--- config.mk ---
export PLATFORM = sky130hd
export DESIGN_NAME = pcm_ctrl
export DESIGN_NICKNAME = d
export VERILOG_FILES = /design/src/hdl/pcm_pkg.sv /design/src/hdl/pcm_ctrl.sv
export SDC_FILE = /design/constraint.sdc
export NUM_CORES = 1
export LEC_CHECK = 0
export BUFFER_PORTS_ARGS = -buffer_cell sky130_fd_sc_hd__buf_2
export CORE_MARGIN = 2
export CORE_UTILIZATION = 45
export CTS_CLUSTER_SIZE = 16
export DETAILED_ROUTE_END_ITERATION = 6
export GPL_TIMING_DRIVEN = 0
export PLACE_DENSITY = 0.71
export SYNTH_ARGS = -nofsm -noshare
export SYNTH_HDL_FRONTEND = slang
export SYNTH_SLANG_ARGS = --single-unit
--- constraint.sdc ---
create_clock -name clock -period 1.8 [get_ports clock]
set_input_delay 0.27 -clock clock [delete_from_list [all_inputs] [get_ports clock]]
set_output_delay 0.27 -clock clock [all_outputs]
set_load 0.02 [all_outputs]
--- src/hdl/pcm_pkg.sv ---
`default_nettype none
package pcm_pkg;

   localparam int MaxPoints = 256;
   localparam int CountW    = $clog2(MaxPoints);
   localparam int EdgeW     = 21;
   localparam int SumW      = 29;
   localparam int CentW     = 20;
   localparam int MomW      = 38;
   localparam int SqrtSteps = 21;
   localparam int DivSteps  = 67;
   localparam int ReqDataW  = 32;
   localparam int RspDataW  = 208;
   localparam int RspUserW  = 2;

   // divider operand selects, also the order of the final pass
   localparam logic [2:0] SelCx = 3'd0;
   localparam logic [2:0] SelCy = 3'd1;
   localparam logic [2:0] SelXx = 3'd2;
   localparam logic [2:0] SelYy = 3'd3;
   localparam logic [2:0] SelXy = 3'd4;

   typedef enum logic [4:0] {
      OP_NONE,
      OP_LOAD,
      OP_DXX,
      OP_DYY,
      OP_SQ_INIT,
      OP_SQ_STEP,
      OP_XAXA,
      OP_XBXB,
      OP_XAXB,
      OP_LXX,
      OP_YAYA,
      OP_YBYB,
      OP_YAYB,
      OP_LYY,
      OP_XAYA,
      OP_XBYB,
      OP_XAYB,
      OP_XBYA,
      OP_LXY,
      OP_LX,
      OP_LY,
      OP_COMMIT,
      OP_DIV_INIT,
      OP_DIV_STEP,
      OP_DIV_STORE,
      OP_OUT
   } pcm_op_type;

   typedef enum logic [4:0] {
      ST_IDLE,
      ST_DXX,
      ST_DYY,
      ST_SQ_INIT,
      ST_SQ,
      ST_XAXA,
      ST_XBXB,
      ST_XAXB,
      ST_LXX,
      ST_YAYA,
      ST_YBYB,
      ST_YAYB,
      ST_LYY,
      ST_XAYA,
      ST_XBYB,
      ST_XAYB,
      ST_XBYA,
      ST_LXY,
      ST_LX,
      ST_LY,
      ST_COMMIT,
      ST_DIV_INIT,
      ST_DIV,
      ST_DIV_STORE,
      ST_OUT
   } pcm_state_type;

   typedef struct packed {
      pcm_op_type op;
      logic [2:0] sel;
   } pcm_cmd_type;

   typedef struct packed {
      logic have_prev;
      logic fin;
      logic sum_zero;
      logic sqrt_last;
      logic div_last;
      logic out_free;
   } pcm_stat_type;

endpackage
`default_nettype wire

--- src/hdl/pcm_ctrl.sv ---
`default_nettype none
module pcm_ctrl
   import pcm_pkg::*;
(
   input  wire logic         clock,
   input  wire logic         reset,
   input  wire logic         req_tvalid,
   output      logic         req_tready,
   input  wire pcm_stat_type stat,
   output      pcm_cmd_type  cmd
);

   pcm_state_type state_ff, state_in;
   logic [2:0]    sel_ff, sel_in;

   always_ff @(posedge clock) begin
      if (reset) begin
         state_ff <= ST_IDLE;
         sel_ff   <= SelCx;
      end else begin
         state_ff <= state_in;
         sel_ff   <= sel_in;
      end
   end

   always_comb begin
      state_in   = state_ff;
      sel_in     = sel_ff;
      req_tready = 1'b0;
      cmd.op     = OP_NONE;
      cmd.sel    = sel_ff;
      unique case (state_ff)
         ST_IDLE: begin
            req_tready = 1'b1;
            if (req_tvalid) begin
               cmd.op   = OP_LOAD;
               state_in = stat.have_prev ? ST_DXX : ST_COMMIT;
            end
         end
         ST_DXX:     begin cmd.op = OP_DXX;     state_in = ST_DYY;     end
         ST_DYY:     begin cmd.op = OP_DYY;     state_in = ST_SQ_INIT; end
         ST_SQ_INIT: begin cmd.op = OP_SQ_INIT; state_in = ST_SQ;      end
         ST_SQ: begin
            cmd.op = OP_SQ_STEP;
            if (stat.sqrt_last) state_in = ST_XAXA;
         end
         ST_XAXA: begin cmd.op = OP_XAXA; state_in = ST_XBXB; end
         ST_XBXB: begin cmd.op = OP_XBXB; state_in = ST_XAXB; end
         ST_XAXB: begin cmd.op = OP_XAXB; state_in = ST_LXX;  end
         ST_LXX:  begin cmd.op = OP_LXX;  state_in = ST_YAYA; end
         ST_YAYA: begin cmd.op = OP_YAYA; state_in = ST_YBYB; end
         ST_YBYB: begin cmd.op = OP_YBYB; state_in = ST_YAYB; end
         ST_YAYB: begin cmd.op = OP_YAYB; state_in = ST_LYY;  end
         ST_LYY:  begin cmd.op = OP_LYY;  state_in = ST_XAYA; end
         ST_XAYA: begin cmd.op = OP_XAYA; state_in = ST_XBYB; end
         ST_XBYB: begin cmd.op = OP_XBYB; state_in = ST_XAYB; end
         ST_XAYB: begin cmd.op = OP_XAYB; state_in = ST_XBYA; end
         ST_XBYA: begin cmd.op = OP_XBYA; state_in = ST_LXY;  end
         ST_LXY:  begin cmd.op = OP_LXY;  state_in = ST_LX;   end
         ST_LX:   begin cmd.op = OP_LX;   state_in = ST_LY;   end
         ST_LY:   begin cmd.op = OP_LY;   state_in = ST_COMMIT; end
         ST_COMMIT: begin
            cmd.op = OP_COMMIT;
            sel_in = SelCx;
            if (stat.fin && !stat.sum_zero) state_in = ST_DIV_INIT;
            else state_in = ST_OUT;
         end
         ST_DIV_INIT: begin cmd.op = OP_DIV_INIT; state_in = ST_DIV; end
         ST_DIV: begin
            cmd.op = OP_DIV_STEP;
            if (stat.div_last) state_in = ST_DIV_STORE;
         end
         ST_DIV_STORE: begin
            cmd.op = OP_DIV_STORE;
            if (sel_ff == SelXy) begin
               state_in = ST_OUT;
            end else begin
               sel_in   = sel_ff + 3'd1;
               state_in = ST_DIV_INIT;
            end
         end
         ST_OUT: begin
            cmd.op = OP_OUT;
            if (stat.out_free) state_in = ST_IDLE;
         end
         default: state_in = ST_IDLE;
      endcase
   end

   a_div_holds: assert property (@(posedge clock) disable iff (reset)
      state_ff == ST_DIV && !stat.div_last |=> state_ff == ST_DIV)
      else $error("divider left early");
   a_sqrt_holds: assert property (@(posedge clock) disable iff (reset)
      state_ff == ST_SQ && !stat.sqrt_last |=> state_ff == ST_SQ)
      else $error("root left early");
   a_out_wait: assert property (@(posedge clock) disable iff (reset)
      state_ff == ST_OUT && !stat.out_free |=> state_ff == ST_OUT)
      else $error("result dropped");

endmodule
`default_nettype wire

==> key figures, run 1 <==
Outcome
  • Run status: finished, final reports clean

Global route
  • Total gr overflow: 0
  • Initial antenna violation count: 0
  • GR met2 Demand/Resource: 30.9%
  • M3 GR Usage: 8.26%
  • Gr usage total: 18.4%
  • Vias in the first global route: 595
  • First-pass GRT wire length: 2440 µm
  • GR peak layer: met2
  • Pin count of the biggest net entering global routing: 11
  • M1 GR Usage: 20.2%

Routing
  • Final WL: 1580 µm
  • Router iterations before antenna repair: 4
  • Total number of vias: 710
  • DR iter-0 viols: 14
  • # DRC: 0
  • DR vias/cell: 5.77
  • Drt wl/cell: 12.8 µm
  • Antenna-violating nets left: 0

Clocking
  • Post-CTS Repair Setup Buffers: 0
  • TritonCTS clock tree: built
  • Clock root cell: clkbuf_4
  • Clock buffer depth: 2
  • Worst-path clk slew: 0.05 ns
  • Worst-Skew Late Latency: 0.25 ns
  • Post-CTS resize count: 2
  • CTS sink cnt: 8
  • CTS H-tree depth: 1
  • TritonCTS buffer count: 3
  • Post-CTS Hold Buffers: 0

Placement
  • DP Cell Count: 121
  • Port Buffers: 17
  • RD Place Congestion: 0.819
  • DP Wirelength: 1170 µm

Yosys
  • Synth area leader: dfxtp_1
  • Post-Syn Area per Cell: 7.24 µm²
  • Post-synth EDFFs: 0
  • Seq cells post-synth: 8
  • Register area share after synthesis: 24.9%
  • Synth unique cells: 38
  • Most common flop cell mapped by yosys: dfxtp_1
  • Post-synth ARST share: 0%
  • Top cells by area, synth: dfxtp_1 (25%), nand3_1 (5.4%), a21oi_1 (4.7%)
  • YS warnings: 0
  • Net Count, Synth: 100
  • Most frequent cell after synthesis: dfxtp_1
  • Cell area after synthesis: 644 µm²
  • Post-synth top area share: 24.9%
  • Cells after synthesis: 89
  • Post-synth top cells: dfxtp_1 (8), nand2_1 (7), nand3_1 (7), nor2_1 (7)

Finish
  • Layout cells sized above 1: 29.6%
  • Antenna diode count: 0
  • Fin nets: 121
  • Post-route insts no fill: 123
  • Synth-to-Final Area Change: 22.7%
  • # fillers: 122

Die
  • Die area: 0.00175 mm²
  • Die Ht: 41.8 µm
  • Initial Util: 48.9%
  • Top Ports: 18
  • Chip width: 41.8 µm
  • Num rows: 13
  • Core outline area: 0.00132 mm²

STA
  • Endpoints failing setup: 0
  • Final min period: 1.68 ns
  • Maximum clock frequency: 595 MHz
  • Final Slew Violations: 0
  • Max Clock Skew: 0.00466 ns
  • RSZ-0062 raised after global routing: no
  • Final hold viol count: 0
  • Slew @ Worst Pin: 0.437 ns
  • Fin crit share: 93.3%
  • Final setup TNS: 0 ns
  • Slew margin rel.: 70.6%

Worst hold path
  • Worst hold path type: in -> reg

Worst setup path
  • Crit path DAT: 1.41 ns
  • Crit-path cells: clkbuf_4 -> nand4_1 -> o21ai_0 -> buf_2
  • CP required: 1.53 ns
  • Crit-path max FO: 10
  • Crit path capture type: output port
  • Crit path launch type: register
  • Crit path largest cell delay: 0.43 ns
  • Critical path class: reg -> out
  • Critical-path top delay cell: dfxtp_1

Run
  • Max Cap Viol: 0

Power
  • Pwr dens: 1580 mW/mm²
  • VDD IR max: 0.971 mV
  • LEAKAGE: 0.344 nW
-- stage by stage --
step	hold slack, ns	setup slack (ns)	area [µm²]	util [%]	total power [mW]
2_1_floorplan	0.339	0.168	644	-	0.873
3_3_place_gp	0.488	0.215	748	56.8	1.05
3_5_place_dp	0.497	0.216	748	56.8	1.06
4_1_cts	0.283	0.0631	773	58.7	1.21
5_1_grt	0.292	0.00676	791	60.0	1.35
6_report	0.289	0.120	791	60.0	1.25
-- cell type report --
class	count	area (µm²)	share of cell area (%)
Multi-Input combinational cell	70	447	56.5
Timing Repair Buffer	17	85.1	10.8
Clock buffer	3	22.5	2.85
Sequential cell	8	163	20.6
Buffer	6	40.0	5.06
Inverter	4	15.0	1.90
Tap cell	15	18.8	2.37
-- cell families (layout without fill, tap and decap cells) --
kind of cell	after synthesis	count (layout)	share of synthesized area, %
and+or+nand+nor	39	39	31.3
buffers and inverters	11	30	7.38
xor gates and xnor gates	3	3	4.08
adders and majority gates	2	2	3.88
AOI/OAI and AO/OA	25	25	27.0
muxes	1	1	1.55
DFF	8	8	24.9
-- state kept, by name (all words and copies together), names as in the netlist --
signal	flops
state_ff	5
sel_ff	3
-- layer usage --
metal	vias up	wire length (µm)
li1	362	-
met1	325	659
met2	17	817
met3	6	69
met4	0	31
met5	-	0
-- report_power, final --
| group | switching, mW | total, mW | internal [mW] | leakage (nW) |
|---|---|---|---|---|
| clock network | 0.0585 | 0.135 | 0.0761 | 0.0138 |
| logic | 0.500 | 0.839 | 0.339 | 0.265 |
| registers | 0.0476 | 0.273 | 0.225 | 0.0660 |
| total | 0.606 | 1.25 | 0.641 | 0.344 |
-- path summary, 6_finish.rpt --
check / startpoint / end / slack, ns / cells past startpoint
worst max-delay path: state_ff[3]$_SDFFE_PP0P_ / cmd[7] / 0.12 / 4
worst min-delay path: reset / sel_ff[1]$_SDFFE_PP0P_ / 0.29 / 2
worst max register to register: sel_ff[0]$_SDFFE_PP0P_ / state_ff[0]$_SDFFE_PP0P_ / 0.20 / 6
worst min register to register: sel_ff[1]$_SDFFE_PP0P_ / sel_ff[1]$_SDFFE_PP0P_ / 0.51 / 2
-- cell usage in the layout, fill, tap and decap left out, types with 2 or more instances in the layout --
cell      synthesis  layout
o21ai_0           4       3
nor2b_1           2       2
clkbuf_4          0       6
inv_1             4       4
nor2_1            7       7
xnor2_1           2       2
dfxtp_1           8       6
o21ai_1           1       2
dfxtp_2           0       2
nand2b_1          2       2
ha_1              2       2
nand2_1           7       7
nand3_1           7       7
a21oi_1           6       6
nor3_1            6       6
buf_2             5      19
-- worst max-delay path, delay by kind of cell, from the launching register on --
kind	cells	cell delay [ns]
compound gates	1	0.17
buf+inv	2	0.43
flops	1	0.43
simple gates	1	0.13
(Power assumes the default switching activity.)
==> run 2, diff against run 1 <==
--- a/config.mk
+++ b/config.mk
@@ -7,11 +7,13 @@
 export LEC_CHECK = 0
 export BUFFER_PORTS_ARGS = -buffer_cell sky130_fd_sc_hd__buf_2
 export CORE_MARGIN = 2
-export CORE_UTILIZATION = 45
+export CORE_UTILIZATION = 40
+export CTS_BUF_LIST = sky130_fd_sc_hd__clkbuf_2 sky130_fd_sc_hd__clkbuf_4 sky130_fd_sc_hd__clkbuf_8
 export CTS_CLUSTER_SIZE = 16
 export DETAILED_ROUTE_END_ITERATION = 6
 export GPL_TIMING_DRIVEN = 0
-export PLACE_DENSITY = 0.71
+export MAX_ROUTING_LAYER = met4
+export PLACE_DENSITY = 0.65
 export SYNTH_ARGS = -nofsm -noshare
 export SYNTH_HDL_FRONTEND = slang
 export SYNTH_SLANG_ARGS = --single-unit
==> key figures, run 2 (same netlist as run 1, synthesis figures left out) <==
Outcome
  • Run status: finished, final reports clean (unchanged)

Finish
  • Synth-to-Final Area Change: 21.9% (was 22.7%)
  • Top flop regs: state_ff (5), sel_ff (3) (unchanged)
  • Largest reg by FF count: state_ff (unchanged)
  • Fin nets: 122 (was 121)
  • Number of flip-flops in the largest register: 5 (unchanged)
  • Most common cell after layout, fill and taps aside: buf_2 (unchanged)
  • Commonest cells after routing, fill and taps aside: buf_2 (21), nand3_1 (7), nor2_1 (7), nand2_1 (7) (was buf_2 (19), nand3_1 (7), nor2_1 (7), nand2_1 (7))
  • Layout cells sized above 1: 29.4% (was 29.6%)
  • Antenna diode count: 0 (unchanged)

Die
  • Chip width: 44.1 µm (was 41.8 µm)
  • Top Ports: 18 (unchanged)
  • Die area: 0.00195 mm² (was 0.00175 mm²)
  • Die Ht: 44.1 µm (was 41.8 µm)
  • Num rows: 14 (was 13)
  • Initial Util: 42.8% (was 48.9%)
  • Core outline area: 0.00151 mm² (was 0.00132 mm²)

STA
  • Slew @ Worst Pin: 0.432 ns (was 0.437 ns)
  • Final Slew Violations: 0 (unchanged)
  • Final hold viol count: 0 (unchanged)
  • Fin crit share: 96.5% (was 93.3%)
  • Slew margin rel.: 71.0% (was 70.6%)
  • Final min period: 1.74 ns (was 1.68 ns)
  • Maximum clock frequency: 576 MHz (was 595 MHz)
  • Setup ws final: 0.0634 ns (was 0.120 ns)
  • Endpoints failing setup: 0 (unchanged)
  • Max Clock Skew: 0.00616 ns (was 0.00466 ns)

Routing
  • DR iter-0 viols: 19 (was 14)
  • # DRC: 0 (unchanged)
  • Final WL: 1590 µm (was 1580 µm)
  • DR vias/cell: 5.50 (was 5.77)
  • Router iterations before antenna repair: 4 (unchanged)
  • Total number of vias: 688 (was 710)
  • Antenna-violating nets left: 0 (unchanged)
  • Drt wl/cell: 12.8 µm (about the same)

Worst setup path
  • Critical path class: reg -> out (unchanged)
  • Reg2reg path depth: 6 (unchanged)
  • Crit path capture type: output port (unchanged)
  • FF-to-FF End: state_ff[0]$_SDFFE_PP0P_ (unchanged)
  • Crit-path max FO: 10 (unchanged)
  • CP required: 1.53 ns (about the same)
  • Reg2reg start: sel_ff[0]$_SDFFE_PP0P_ (unchanged)
  • Crit path launch type: register (unchanged)
  • Reg2Reg Setup Slack: 0.23 ns (was 0.20 ns)
  • Crit path from: state_ff[4]$_SDFFE_PP0P_ (was state_ff[3]$_SDFFE_PP0P_)
  • Crit path capture: cmd[3] (was cmd[7])
  • Crit path DAT: 1.47 ns (was 1.41 ns)

Clocking
  • Post-CTS Hold Buffers: 0 (unchanged)
  • Worst-Skew Late Latency: 0.26 ns (was 0.25 ns)
  • CTS sink cnt: 8 (unchanged)
  • TritonCTS clock tree: built (unchanged)
  • TritonCTS buffer count: 3 (unchanged)
  • Worst-path clk slew: 0.06 ns (was 0.05 ns)
  • CTS H-tree depth: 1 (unchanged)
  • Clock buffer depth: 2 (unchanged)
  • Clock root cell: clkbuf_4 (unchanged)

Global route
  • Vias in the first global route: 561 (was 595)
  • First-pass GRT wire length: 2550 µm (was 2440 µm)
  • Total gr overflow: 0 (unchanged)
  • Initial antenna violation count: 0 (unchanged)
  • Pin count of the biggest net entering global routing: 11 (unchanged)
  • Gr usage total: 18.4% (about the same)

Placement
  • RD Place Congestion: 0.870 (was 0.819)
  • Post-placement setup slack: 0.194 ns (was 0.216 ns)
  • DP Wirelength: 1160 µm (was 1170 µm)
  • Port Buffers: 17 (unchanged)

Run
  • Max Cap Viol: 0 (unchanged)

Power
  • Power Total: 1.24 mW (was 1.25 mW)
  • LEAKAGE: 0.349 nW (was 0.344 nW)
  • Pwr dens: 1580 mW/mm² (about the same)
  • VDD IR max: 0.947 mV (was 0.971 mV)

Worst hold path
  • Worst hold path type: in -> reg (unchanged)
==> run 2: cell types whose count changed in the layout (fill, tap and decap cells not counted), sizes merged <==
cell	change
buf	+2
clkbuf	-1
==> run 2: per-stage QoR <==
step	util [%]	hold WS [ns]	setup TNS [ns]	instance area [µm²]	std cells
finish	52.2	0.275	0	786	125
global route	52.2	0.276	-0.0121	786	125
CTS	51.4	0.280	0	774	125
detailed placement	49.8	0.504	0	749	122
global placement	49.8	0.488	0	749	122
floorplan	-	0.339	0	644	89
==> run 2: where the power goes <==
group          leakage (nW)  total, mW  internal, mW  switching [mW]
Sequential           0.0664      0.273         0.227          0.0458
Combinational         0.269      0.830         0.332           0.498
Clock                0.0138      0.141        0.0765          0.0643
==> run 2: worst min path at each step <==
stage | start | endpoint | slack [ns] | cells past startpoint
2_1_floorplan | reset | sel_ff[0]$_SDFFE_PP0P_ | 0.34 | 1
3_3_place_gp | sel_ff[0]$_SDFFE_PP0P_ | sel_ff[0]$_SDFFE_PP0P_ | 0.49 | 2
3_5_place_dp | sel_ff[1]$_SDFFE_PP0P_ | sel_ff[1]$_SDFFE_PP0P_ | 0.50 | 2
4_1_cts | reset | state_ff[3]$_SDFFE_PP0P_ | 0.28 | 2
5_1_grt | reset | state_ff[3]$_SDFFE_PP0P_ | 0.28 | 2
6_report | reset | state_ff[3]$_SDFFE_PP0P_ | 0.28 | 2
==> run 2: routing by layer <==
metal,vias up,wire length [µm],GRT usage [%]
li1,362,-,-
met4,0,8,5.45
met1,308,794,25.6
met2,16,694,25.0
met3,2,96,6.12
met5,-,0,-
==> run 2: timing repair <==
item	4_1_cts	5_1_grt
setup endpoints to repair	3	3
cloned	0	0
resized for setup	2	9
endpoints found under the hold margin	0	0
buffers inserted	0	0
==> run 2: worst max-delay path: stages, from the launching register on <==
cell and delay, ns:
dfxtp_1 0.30, buf_2 0.18, buf_2 0.24, nor3_1 0.08
a211oi_1 0.21, buf_2 0.19
==> run 2: area by class of cell <==
cell class,count,area [µm²]
well taps,16,20.0
multi-input cells,70,437
flip-flops and latches,8,164
clock buffers,3,22.5
plain buffers,7,42.5
inverters,4,15.0
repair buffers,17,85.1
fillers,171,721
